**src/rtl/core/stk_pkg.sv**
```systemverilog
package stk_pkg;

   localparam int POSITION_BITS_DEFAULT = 32;
   localparam int RECS_PER_ITEM = 4;
   localparam int REC_COUNT_BITS = $clog2(RECS_PER_ITEM + 1);
   localparam int REC_INDEX_BITS = $clog2(RECS_PER_ITEM);
   localparam logic [15:0] ERROR_LIMIT_RESET = 16'd10;

   typedef enum logic [3:0] {
      KIND_IDENT    = 4'd0,
      KIND_NUMBER   = 4'd1,
      KIND_STRING   = 4'd2,
      KIND_COLON    = 4'd3,
      KIND_SCOPE    = 4'd4,
      KIND_PLUS     = 4'd5,
      KIND_MINUS    = 4'd6,
      KIND_STAR     = 4'd7,
      KIND_SLASH    = 4'd8,
      KIND_LBRACKET = 4'd9,
      KIND_RBRACKET = 4'd10,
      KIND_SEMI_ERR = 4'd11,
      KIND_CHAR_ERR = 4'd12,
      KIND_FRAC_ERR = 4'd13,
      KIND_UNTERM   = 4'd14,
      KIND_END      = 4'd15
   } kind_type;

   typedef struct packed {
      logic [7:0] char_code;
      logic       end_of_file;
   } req_type;

   typedef struct packed {
      kind_type    kind;
      logic [31:0] start_offset;
      logic [31:0] lexeme_length;
      logic [31:0] line_number;
      logic        any_error;
      logic        aborted;
      logic        last_of_run;
   } rsp_type;

   typedef struct packed {
      rsp_type [RECS_PER_ITEM-1:0] rec;
      logic [REC_COUNT_BITS-1:0]   count;
   } batch_type;

endpackage

```
**src/rtl/core/source_tokenizer.sv**
```systemverilog
// Streaming source lexer, one source byte per request.
// req channel: char_code plus end_of_file on the final byte of a file.
// rsp channel: token, error and end records, up to four per request; last_of_run
//   marks the final record caused by a request. Requests causing no record
//   (blanks, token bytes still extending a token) produce nothing on rsp.
// csr channel: writes error_limit (reset value 10), always ready; write only
//   while the block is idle.
// Output: records of an accepted request are registered into the batch buffer
//   behind earlier ones; they follow one per cycle while rsp_ready is high.
// Throughput: one request per cycle while each yields at most one record and
//   rsp_ready stays high; the output drains one record per cycle while rsp_ready
//   is high. The scan state (mode, token start, offset, line, error tally) is
//   registered and updated once per accepted byte.
// Stall: records are held in a two-request batch buffer; req_ready drops only
//   when both batches are occupied, and no record is lost or reordered.
// Reset: synchronous; clears the scan state (line 1, offset 0, no errors),
//   empties the buffer and restores error_limit to 10.
module source_tokenizer import stk_pkg::*; #(
   parameter int POSITION_BITS = POSITION_BITS_DEFAULT
) (
   input  logic        clock,
   input  logic        reset,
   input  logic        req_valid,
   output logic        req_ready,
   input  req_type     req_data,
   output logic        rsp_valid,
   input  logic        rsp_ready,
   output rsp_type     rsp_data,
   input  logic        csr_valid,
   output logic        csr_ready,
   input  logic [15:0] csr_data
);

   logic [15:0] error_limit_ff;
   logic        take;
   logic        push;
   logic        full;
   batch_type   push_batch;

   assign csr_ready = 1'b1;
   assign req_ready = !full;
   assign take      = req_valid && req_ready;

   always_ff @(posedge clock) begin
      if (reset) begin
         error_limit_ff <= ERROR_LIMIT_RESET;
      end else if (csr_valid && csr_ready) begin
         error_limit_ff <= csr_data;
      end
   end

   stk_scan #(
      .POSITION_BITS(POSITION_BITS)
   ) u_scan (
      .clock      (clock),
      .reset      (reset),
      .error_limit(error_limit_ff),
      .take       (take),
      .req_data   (req_data),
      .push       (push),
      .push_batch (push_batch)
   );

   stk_rsp_queue u_queue (
      .clock     (clock),
      .reset     (reset),
      .push      (push),
      .push_batch(push_batch),
      .full      (full),
      .rsp_valid (rsp_valid),
      .rsp_ready (rsp_ready),
      .rsp_data  (rsp_data)
   );

`ifndef SYNTHESIS
   a_end_is_last: assert property (@(posedge clock) disable iff (reset)
      rsp_valid && rsp_data.kind == KIND_END |-> rsp_data.last_of_run)
      else $error("end record not last of its request");

   a_flags_only_on_end: assert property (@(posedge clock) disable iff (reset)
      rsp_valid && rsp_data.kind != KIND_END |-> !rsp_data.any_error && !rsp_data.aborted)
      else $error("error flags on a non-end record");

   a_error_len_zero: assert property (@(posedge clock) disable iff (reset)
      rsp_valid && (rsp_data.kind == KIND_SEMI_ERR || rsp_data.kind == KIND_CHAR_ERR ||
                    rsp_data.kind == KIND_FRAC_ERR || rsp_data.kind == KIND_UNTERM ||
                    rsp_data.kind == KIND_END) |-> rsp_data.lexeme_length == 32'd0)
      else $error("error or end record with nonzero length");

   a_reset_empty: assert property (@(posedge clock)
      reset |=> !rsp_valid && req_ready)
      else $error("buffer not empty after reset");
`endif

endmodule

```
**src/rtl/core/stk_scan.sv**
```systemverilog
module stk_scan import stk_pkg::*; #(
   parameter int POSITION_BITS = POSITION_BITS_DEFAULT
) (
   input  logic        clock,
   input  logic        reset,
   input  logic [15:0] error_limit,
   input  logic        take,
   input  req_type     req_data,
   output logic        push,
   output batch_type   push_batch
);

   localparam int NUM_CAND = 6;

   localparam logic [7:0] CH_COLON   = 8'h3A;
   localparam logic [7:0] CH_SEMI    = 8'h3B;
   localparam logic [7:0] CH_QUOTE   = 8'h22;
   localparam logic [7:0] CH_DOT     = 8'h2E;
   localparam logic [7:0] CH_UNDER   = 8'h5F;
   localparam logic [7:0] CH_NL      = 8'h0A;
   localparam logic [7:0] CH_CR      = 8'h0D;
   localparam logic [7:0] CH_TAB     = 8'h09;
   localparam logic [7:0] CH_SPACE   = 8'h20;
   localparam logic [7:0] CH_PLUS    = 8'h2B;
   localparam logic [7:0] CH_MINUS   = 8'h2D;
   localparam logic [7:0] CH_STAR    = 8'h2A;
   localparam logic [7:0] CH_SLASH   = 8'h2F;
   localparam logic [7:0] CH_LBRACK  = 8'h5B;
   localparam logic [7:0] CH_RBRACK  = 8'h5D;

   typedef enum logic [9:0] {
      MODE_IDLE    = 10'b00_0000_0001,
      MODE_COLON   = 10'b00_0000_0010,
      MODE_SEMI    = 10'b00_0000_0100,
      MODE_COMMENT = 10'b00_0000_1000,
      MODE_IDENT   = 10'b00_0001_0000,
      MODE_INT     = 10'b00_0010_0000,
      MODE_DOT     = 10'b00_0100_0000,
      MODE_FRAC    = 10'b00_1000_0000,
      MODE_STRING  = 10'b01_0000_0000,
      MODE_ABORTED = 10'b10_0000_0000
   } mode_type;

   typedef logic [POSITION_BITS-1:0] pos_type;

   mode_type    mode_ff, mode_in;
   pos_type     tstart_ff, tstart_in;
   pos_type     pos_ff, pos_in;
   logic [31:0] line_ff, line_in;
   logic [15:0] tally_ff, tally_in;
   logic        seen_ff, seen_in;

   rsp_type                   cand [NUM_CAND];
   logic [NUM_CAND-1:0]       cand_v;
   logic [REC_COUNT_BITS-1:0] cnt;
   logic [REC_COUNT_BITS-1:0] last_cnt;
   logic [7:0]                c;
   logic                      done;
   logic                      errs;
   pos_type                   pos_next;

   function automatic logic [31:0] out32(input pos_type p);
      logic [63:0] w;
      w = 64'(p);
      return w[31:0];
   endfunction

   function automatic rsp_type mk(input kind_type k, input pos_type start, input pos_type len,
                                  input logic [31:0] line, input logic anyerr,
                                  input logic abrt);
      rsp_type r;
      r.kind          = k;
      r.start_offset  = out32(start);
      r.lexeme_length = out32(len);
      r.line_number   = line;
      r.any_error     = anyerr;
      r.aborted       = abrt;
      r.last_of_run   = 1'b0;
      return r;
   endfunction

   function automatic logic [15:0] sat_inc(input logic [15:0] v);
      return (v == 16'hFFFF) ? v : v + 16'd1;
   endfunction

   function automatic logic is_digit(input logic [7:0] ch);
      return ch inside {[8'h30:8'h39]};
   endfunction

   function automatic logic is_alpha(input logic [7:0] ch);
      return ch inside {[8'h41:8'h5A], [8'h61:8'h7A]};
   endfunction

   always_comb begin
      c         = req_data.char_code;
      mode_in   = mode_ff;
      tstart_in = tstart_ff;
      line_in   = line_ff;
      tally_in  = tally_ff;
      seen_in   = seen_ff;
      pos_next  = pos_ff + pos_type'(1);
      done      = (mode_ff == MODE_ABORTED);
      errs      = 1'b0;
      cand_v    = '0;
      for (int i = 0; i < NUM_CAND; i++) begin
         cand[i] = '0;
      end

      // close or extend the token in progress
      case (mode_ff)
         MODE_COLON: begin
            if (c == CH_COLON) begin
               cand[0] = mk(KIND_SCOPE, tstart_ff, pos_type'(2), line_ff, 1'b0, 1'b0);
               done = 1'b1;
            end else begin
               cand[0] = mk(KIND_COLON, tstart_ff, pos_type'(1), line_ff, 1'b0, 1'b0);
            end
            cand_v[0] = 1'b1;
            mode_in = MODE_IDLE;
         end
         MODE_SEMI: begin
            if (c == CH_SEMI) begin
               mode_in = MODE_COMMENT;
               done = 1'b1;
            end else begin
               cand[0] = mk(KIND_SEMI_ERR, tstart_ff, '0, line_ff, 1'b0, 1'b0);
               cand_v[0] = 1'b1;
               errs = 1'b1;
               mode_in = MODE_IDLE;
            end
         end
         MODE_COMMENT: begin
            if (c == CH_NL) mode_in = MODE_IDLE;
            else done = 1'b1;
         end
         MODE_IDENT: begin
            if (is_alpha(c) || is_digit(c) || c == CH_UNDER) begin
               done = 1'b1;
            end else begin
               cand[0] = mk(KIND_IDENT, tstart_ff, pos_ff - tstart_ff, line_ff, 1'b0, 1'b0);
               cand_v[0] = 1'b1;
               mode_in = MODE_IDLE;
            end
         end
         MODE_INT: begin
            if (is_digit(c)) begin
               done = 1'b1;
            end else if (c == CH_DOT) begin
               mode_in = MODE_DOT;
               done = 1'b1;
            end else begin
               cand[0] = mk(KIND_NUMBER, tstart_ff, pos_ff - tstart_ff, line_ff, 1'b0, 1'b0);
               cand_v[0] = 1'b1;
               mode_in = MODE_IDLE;
            end
         end
         MODE_DOT: begin
            if (is_digit(c)) begin
               mode_in = MODE_FRAC;
               done = 1'b1;
            end else begin
               cand[0] = mk(KIND_FRAC_ERR, tstart_ff, '0, line_ff, 1'b0, 1'b0);
               cand[1] = mk(KIND_NUMBER, tstart_ff, pos_ff - tstart_ff, line_ff, 1'b0, 1'b0);
               cand_v[1:0] = 2'b11;
               errs = 1'b1;
               mode_in = MODE_IDLE;
            end
         end
         MODE_FRAC: begin
            if (is_digit(c)) begin
               done = 1'b1;
            end else begin
               cand[0] = mk(KIND_NUMBER, tstart_ff, pos_ff - tstart_ff, line_ff, 1'b0, 1'b0);
               cand_v[0] = 1'b1;
               mode_in = MODE_IDLE;
            end
         end
         MODE_STRING: begin
            if (c == CH_QUOTE) begin
               cand[0] = mk(KIND_STRING, tstart_ff, pos_ff - tstart_ff, line_ff, 1'b0, 1'b0);
               cand_v[0] = 1'b1;
               mode_in = MODE_IDLE;
            end
            done = 1'b1;
         end
         default: begin
         end
      endcase

      if (errs) begin
         tally_in = sat_inc(tally_in);
         seen_in  = 1'b1;
         if (tally_in > error_limit) begin
            mode_in = MODE_ABORTED;
            done = 1'b1;
         end
      end

      // byte seen in idle mode: start a new token, count a newline or flag a bad byte
      if (!done && mode_in == MODE_IDLE) begin
         case (c)
            CH_COLON: begin
               mode_in = MODE_COLON;
               tstart_in = pos_ff;
            end
            CH_PLUS: begin
               cand[2] = mk(KIND_PLUS, pos_ff, pos_type'(1), line_ff, 1'b0, 1'b0);
               cand_v[2] = 1'b1;
            end
            CH_MINUS: begin
               cand[2] = mk(KIND_MINUS, pos_ff, pos_type'(1), line_ff, 1'b0, 1'b0);
               cand_v[2] = 1'b1;
            end
            CH_STAR: begin
               cand[2] = mk(KIND_STAR, pos_ff, pos_type'(1), line_ff, 1'b0, 1'b0);
               cand_v[2] = 1'b1;
            end
            CH_SLASH: begin
               cand[2] = mk(KIND_SLASH, pos_ff, pos_type'(1), line_ff, 1'b0, 1'b0);
               cand_v[2] = 1'b1;
            end
            CH_LBRACK: begin
               cand[2] = mk(KIND_LBRACKET, pos_ff, pos_type'(1), line_ff, 1'b0, 1'b0);
               cand_v[2] = 1'b1;
            end
            CH_RBRACK: begin
               cand[2] = mk(KIND_RBRACKET, pos_ff, pos_type'(1), line_ff, 1'b0, 1'b0);
               cand_v[2] = 1'b1;
            end
            CH_QUOTE: begin
               mode_in = MODE_STRING;
               tstart_in = pos_next;
            end
            CH_SPACE, CH_TAB, CH_CR: begin
            end
            CH_NL: begin
               if (line_ff != 32'hFFFF_FFFF) line_in = line_ff + 32'd1;
            end
            CH_SEMI: begin
               mode_in = MODE_SEMI;
               tstart_in = pos_ff;
            end
            default: begin
               if (is_alpha(c) || c == CH_UNDER) begin
                  mode_in = MODE_IDENT;
                  tstart_in = pos_ff;
               end else if (is_digit(c)) begin
                  mode_in = MODE_INT;
                  tstart_in = pos_ff;
               end else begin
                  cand[2] = mk(KIND_CHAR_ERR, pos_ff, '0, line_ff, 1'b0, 1'b0);
                  cand_v[2] = 1'b1;
                  tally_in = sat_inc(tally_in);
                  seen_in = 1'b1;
                  if (tally_in > error_limit) mode_in = MODE_ABORTED;
               end
            end
         endcase
      end

      // end of file: flush the pending token, then the end record
      if (req_data.end_of_file) begin
         errs = 1'b0;
         case (mode_in)
            MODE_COLON: begin
               cand[3] = mk(KIND_COLON, tstart_in, pos_type'(1), line_in, 1'b0, 1'b0);
               cand_v[3] = 1'b1;
            end
            MODE_SEMI: begin
               cand[3] = mk(KIND_SEMI_ERR, tstart_in, '0, line_in, 1'b0, 1'b0);
               cand_v[3] = 1'b1;
               errs = 1'b1;
            end
            MODE_IDENT: begin
               cand[3] = mk(KIND_IDENT, tstart_in, pos_next - tstart_in, line_in, 1'b0, 1'b0);
               cand_v[3] = 1'b1;
            end
            MODE_INT, MODE_FRAC: begin
               cand[3] = mk(KIND_NUMBER, tstart_in, pos_next - tstart_in, line_in, 1'b0, 1'b0);
               cand_v[3] = 1'b1;
            end
            MODE_DOT: begin
               cand[3] = mk(KIND_FRAC_ERR, tstart_in, '0, line_in, 1'b0, 1'b0);
               cand[4] = mk(KIND_NUMBER, tstart_in, pos_next - tstart_in, line_in, 1'b0, 1'b0);
               cand_v[4:3] = 2'b11;
               errs = 1'b1;
            end
            MODE_STRING: begin
               cand[3] = mk(KIND_UNTERM, tstart_in, '0, line_in, 1'b0, 1'b0);
               cand_v[3] = 1'b1;
               errs = 1'b1;
            end
            default: begin
            end
         endcase
         if (errs) begin
            tally_in = sat_inc(tally_in);
            seen_in = 1'b1;
            if (tally_in > error_limit) mode_in = MODE_ABORTED;
         end
         cand[5] = mk(KIND_END, pos_next, '0, line_in, seen_in, mode_in == MODE_ABORTED);
         cand_v[5] = 1'b1;
         mode_in   = MODE_IDLE;
         tstart_in = '0;
         pos_next  = '0;
         line_in   = 32'd1;
         tally_in  = '0;
         seen_in   = 1'b0;
      end

      // pack records in order
      push_batch = '0;
      cnt = '0;
      for (int i = 0; i < NUM_CAND; i++) begin
         if (cand_v[i] && cnt < REC_COUNT_BITS'(RECS_PER_ITEM)) begin
            push_batch.rec[cnt[REC_INDEX_BITS-1:0]] = cand[i];
            cnt = cnt + REC_COUNT_BITS'(1);
         end
      end
      last_cnt = cnt - REC_COUNT_BITS'(1);
      if (cnt != '0) push_batch.rec[last_cnt[REC_INDEX_BITS-1:0]].last_of_run = 1'b1;
      push_batch.count = cnt;
      pos_in = pos_next;
   end

   assign push = take && (cnt != '0);

   always_ff @(posedge clock) begin
      if (reset) begin
         mode_ff   <= MODE_IDLE;
         tstart_ff <= '0;
         pos_ff    <= '0;
         line_ff   <= 32'd1;
         tally_ff  <= '0;
         seen_ff   <= 1'b0;
      end else if (take) begin
         mode_ff   <= mode_in;
         tstart_ff <= tstart_in;
         pos_ff    <= pos_in;
         line_ff   <= line_in;
         tally_ff  <= tally_in;
         seen_ff   <= seen_in;
      end
   end

endmodule

```
**src/rtl/core/stk_rsp_queue.sv**
```systemverilog
module stk_rsp_queue import stk_pkg::*; (
   input  logic      clock,
   input  logic      reset,
   input  logic      push,
   input  batch_type push_batch,
   output logic      full,
   output logic      rsp_valid,
   input  logic      rsp_ready,
   output rsp_type   rsp_data
);

   localparam int DEPTH = 2;
   localparam int PTR_BITS = $clog2(DEPTH);
   localparam int CNT_BITS = $clog2(DEPTH + 1);

   batch_type                 slot_ff [DEPTH];
   logic [PTR_BITS-1:0]       wr_ff, wr_in;
   logic [PTR_BITS-1:0]       rd_ff, rd_in;
   logic [CNT_BITS-1:0]       count_ff, count_in;
   logic [REC_INDEX_BITS-1:0] idx_ff, idx_in;
   logic                      pop_rec;
   logic                      pop_batch;

   assign full      = (count_ff == CNT_BITS'(DEPTH));
   assign rsp_valid = (count_ff != '0);
   assign rsp_data  = slot_ff[rd_ff].rec[idx_ff];
   assign pop_rec   = rsp_valid && rsp_ready;
   assign pop_batch = pop_rec && rsp_data.last_of_run;

   always_comb begin
      wr_in    = wr_ff;
      rd_in    = rd_ff;
      idx_in   = idx_ff;
      count_in = count_ff;
      if (push) wr_in = wr_ff + PTR_BITS'(1);
      if (pop_batch) begin
         rd_in  = rd_ff + PTR_BITS'(1);
         idx_in = '0;
      end else if (pop_rec) begin
         idx_in = idx_ff + REC_INDEX_BITS'(1);
      end
      if (push && !pop_batch) count_in = count_ff + CNT_BITS'(1);
      else if (!push && pop_batch) count_in = count_ff - CNT_BITS'(1);
   end

   always_ff @(posedge clock) begin
      if (reset) begin
         wr_ff    <= '0;
         rd_ff    <= '0;
         idx_ff   <= '0;
         count_ff <= '0;
      end else begin
         wr_ff    <= wr_in;
         rd_ff    <= rd_in;
         idx_ff   <= idx_in;
         count_ff <= count_in;
      end
   end

   always_ff @(posedge clock) begin
      if (push) slot_ff[wr_ff] <= push_batch;
   end

endmodule
```
**config.mk**
```make
export PLATFORM = sky130hd
export DESIGN_NAME = source_tokenizer
export DESIGN_NICKNAME = d
export VERILOG_FILES = /design/src/rtl/core/stk_pkg.sv /design/src/rtl/core/source_tokenizer.sv /design/src/rtl/core/stk_scan.sv /design/src/rtl/core/stk_rsp_queue.sv
export SDC_FILE = /design/constraint.sdc
export NUM_CORES = 2
export LEC_CHECK = 0
export ABC_CLOCK_PERIOD_IN_PS = 51700
export BUFFER_PORTS_ARGS = -buffer_cell sky130_fd_sc_hd__buf_4
export CAP_MARGIN = 15
export CORE_MARGIN = 5
export CORE_UTILIZATION = 50
export CTS_CLUSTER_SIZE = 12
export DETAILED_ROUTE_END_ITERATION = 12
export GPL_ROUTABILITY_DRIVEN = 0
export PLACE_DENSITY = 0.66
export RECOVER_POWER = 25
export SLEW_MARGIN = 20
export SYNTH_ARGS = -nofsm -noshare
export SYNTH_HDL_FRONTEND = slang
export SYNTH_SLANG_ARGS = --single-unit
```
**constraint.sdc**
```tcl
create_clock -name clock -period 51.7 [get_ports clock]
set_clock_uncertainty 0.05 [all_clocks]
set_input_delay 7.755 -clock clock [delete_from_list [all_inputs] [get_ports clock]]
set_output_delay 7.755 -clock clock [all_outputs]
set_load 0.1 [all_outputs]
```
==> impl_metrics.ini <==
[worst_setup_path]
path_class = primary input to flip-flop
critPathMaxFanout = 51
endpoint_kind = flip-flop
crit_top_cell = ha_1
arrival_ps = 22690
required_ps = 52060
slowest_delay_ps = 2260
start_kind = primary input
slowest_stage = clkbuf_1

[floorplanning]
ios = 136
rows = 120
die_y_um = 339
core-area_um2 = 107000
die_w_um = 339
dieArea_um2 = 115000
start_util_pct = 50.4

[global_route]
grt_pass1_vias = 39200
grt_pass1_wl_um = 245000
grt_max_degree = 184
antenna_found_initial = 7
grt_remaining_overflow = 0
grt_use_total_pct = 27.6

[sta]
fin_setup_tns_ps = 0
slew_viol_final = 835
setup_viol = 0
finalHoldViolCount = 0
period_share_pct = 43.2
maxSlewHeadroom_pct = -596
max_freq_ghz = 0.0448
tightest_slew_ps = 10440
grt_setup_unrepaired = false
finalWorstSetupSlack_ps = 29370
fin_crit_ps = 22330
holdWs_ps = 441

[detailed_routing]
drtPass1Iterations = 7
viasPerCell = 6.63
routedWlPerCell_um = 26.7
wl_um = 165000
vias = 41000
final_antenna_net_count = 0
drt_iter0_drc = 5706
drc = 0

[finish]
layout.nets = 4855
drive_above_1_share_pct = 13.6
fillers = 9183
areaGrowthSynthToFinish_pct = 8.65
ff_latch_area_um2 = 27700
final-instance-count-excl-fill = 6182
multi_input_area_um2 = 24300

[cts]
worstSkewPairLatency_ps = 700
clkTransAtPathRegs_ps = 60
cts_buffers = 103
cts-root-buf = clkbuf_16
cts_sinks = 970
cts_tree = done
ctsResizeCount = 0
post_cts_buffers = 0
htreeDepth = 3
cts_hold_buf = 0
cts_buffer_depth = 3

[run_status]
violations = max-capacitance violations, max-slew violations
status = complete, but fails checks

[synthesis]
async_flop_share_pct = 0
synth_nets = 4926
synth_most_common_cell = edfxtp_1
synth_area_leaders = edfxtp_1 (46%), mux4_2 (8.6%), dfxtp_1 (5.4%)
synth_top_cell_area_share_pct = 45.8
synth_edf_count = 824
synthCells = 4763
synth.avg_cell_area_um2 = 11.3
ys_top_cells_by_count = edfxtp_1 (824), nor2_1 (510), nand2_1 (333)
syn-cell-area_um2 = 54000
yosys.cell_types.count = 115
seq_area_frac_synth_pct = 51.3
ys_seq_elements = 970
yosys.area.top_type = edfxtp_1
ys_warn_count = 0
synthFlopType = edfxtp_1

[power]
power.density_nw_per_um2 = 45.6
leakage_nw = 19.8
ir_drop_mv = 0.0302

[placement]
post-place-ws_ps = 32660
dp_cells = 5989
hpwl_um = 102000
port_buffers = 134

[min_path]
hold_class = flip-flop to flip-flop

[run]
cap_violations = 19
==> path summary, 6_finish.rpt <==
| check | start | end | slack (ps) | cells past startpoint |
|---|---|---|---|---|
| setup / recovery | req_data[8] | u_queue.slot_ff[0][301] | 29370 | 33 |
| hold / removal | error_limit_ff[5] | error_limit_ff[5] | 440 | 2 |
| setup reg to reg | u_scan.mode_ff[4] | u_queue.slot_ff[0][301] | 36510 | 32 |
| hold reg to reg | error_limit_ff[5] | error_limit_ff[5] | 440 | 2 |
==> state kept, by name, indices dropped and copies added, names as in the netlist, named ones only <==
register / count
u_scan.tally_ff: 16
u_scan.mode_ff: 10
u_queue.wr_ff: 1
u_queue.slot_ff: 824
u_scan.seen_ff: 1
u_scan.tstart_ff: 32
u_scan.line_ff: 32
u_scan.pos_ff: 32
error_limit_ff: 16
u_queue.idx_ff: 2
u_queue.count_ff: 2
u_queue.rd_ff: 1
==> through the flow <==
stage	cell area (um^2)	total power [W]	utilization, %
3_3_place_gp	56000	0.00197	52.2
5_1_grt	58600	0.00276	54.7
3_5_place_dp	56000	0.00198	52.2
2_1_floorplan	54000	0.00190	-
6_report	58600	0.00267	54.7
4_1_cts	59200	0.00268	55.2
==> worst max-delay path: cells and delay by family <==
| kind | cells | cell delay [ps] |
|---|---|---|
| muxes | 1 | 420 |
| buffers and inverters | 5 | 3490 |
| AOI/OAI and AO/OA | 12 | 4560 |
| adders and majority gates | 4 | 1050 |
| xor gates and xnor gates | 1 | 290 |
| and+or+nand+nor | 10 | 5060 |
==> where the power goes <==
part	switching, W	internal, W
combinational	0.000661	0.000262
clock	0.000308	0.000402
sequential	0.0000396	0.000999
total	0.00101	0.00166
==> layout by cell type, fill, tap and decap left out, types with 68 or more instances in the layout <==
cell type | Yosys | layout
a21oi_1 | 269 | 269
a22oi_1 | 127 | 128
buf_4 | 5 | 91
clkbuf_1 | 279 | 148
clkbuf_16 | 0 | 104
dfxtp_1 | 146 | 145
edfxtp_1 | 824 | 824
ha_1 | 131 | 131
inv_1 | 135 | 132
mux2_2 | 116 | 102
mux4_2 | 205 | 205
nand2_1 | 333 | 329
nand3_1 | 121 | 122
nor2_1 | 510 | 510
nor3_1 | 120 | 115
o21ai_0 | 296 | 300
xnor2_1 | 105 | 109
xor2_1 | 68 | 68
==> kinds of logic after synthesis <==
kind of cell	count (synthesis)	synth area share [%]
mux	367	11.8
fa+ha+maj	133	3.11
buf+inv	516	3.79
flops	970	51.3
xor+xnor	177	2.93
simple gates	1430	12.8
compound gates	1169	14.3
other cells	1	0.00695
==> metal layers <==
metal	global-route usage, %	part of all wire (%)
met5	0	0.0079
met4	9.41	3.4
met3	7.82	12
met2	41.4	44
met1	38.8	41
==> cell type report <==
| class | instances | share of cell area (%) |
|---|---|---|
| diodes | 2 | 0.00853 |
| clock buffers | 147 | 4.78 |
| clock inverters | 43 | 0.676 |
| inverters | 135 | 0.866 |
| multi-input cells | 3277 | 41.4 |
| flip-flops and latches | 970 | 47.2 |
| well taps | 1403 | 2.99 |
| repair buffers | 205 | 2.05 |
No activity file was read; power rests on OpenSTA's default activity.
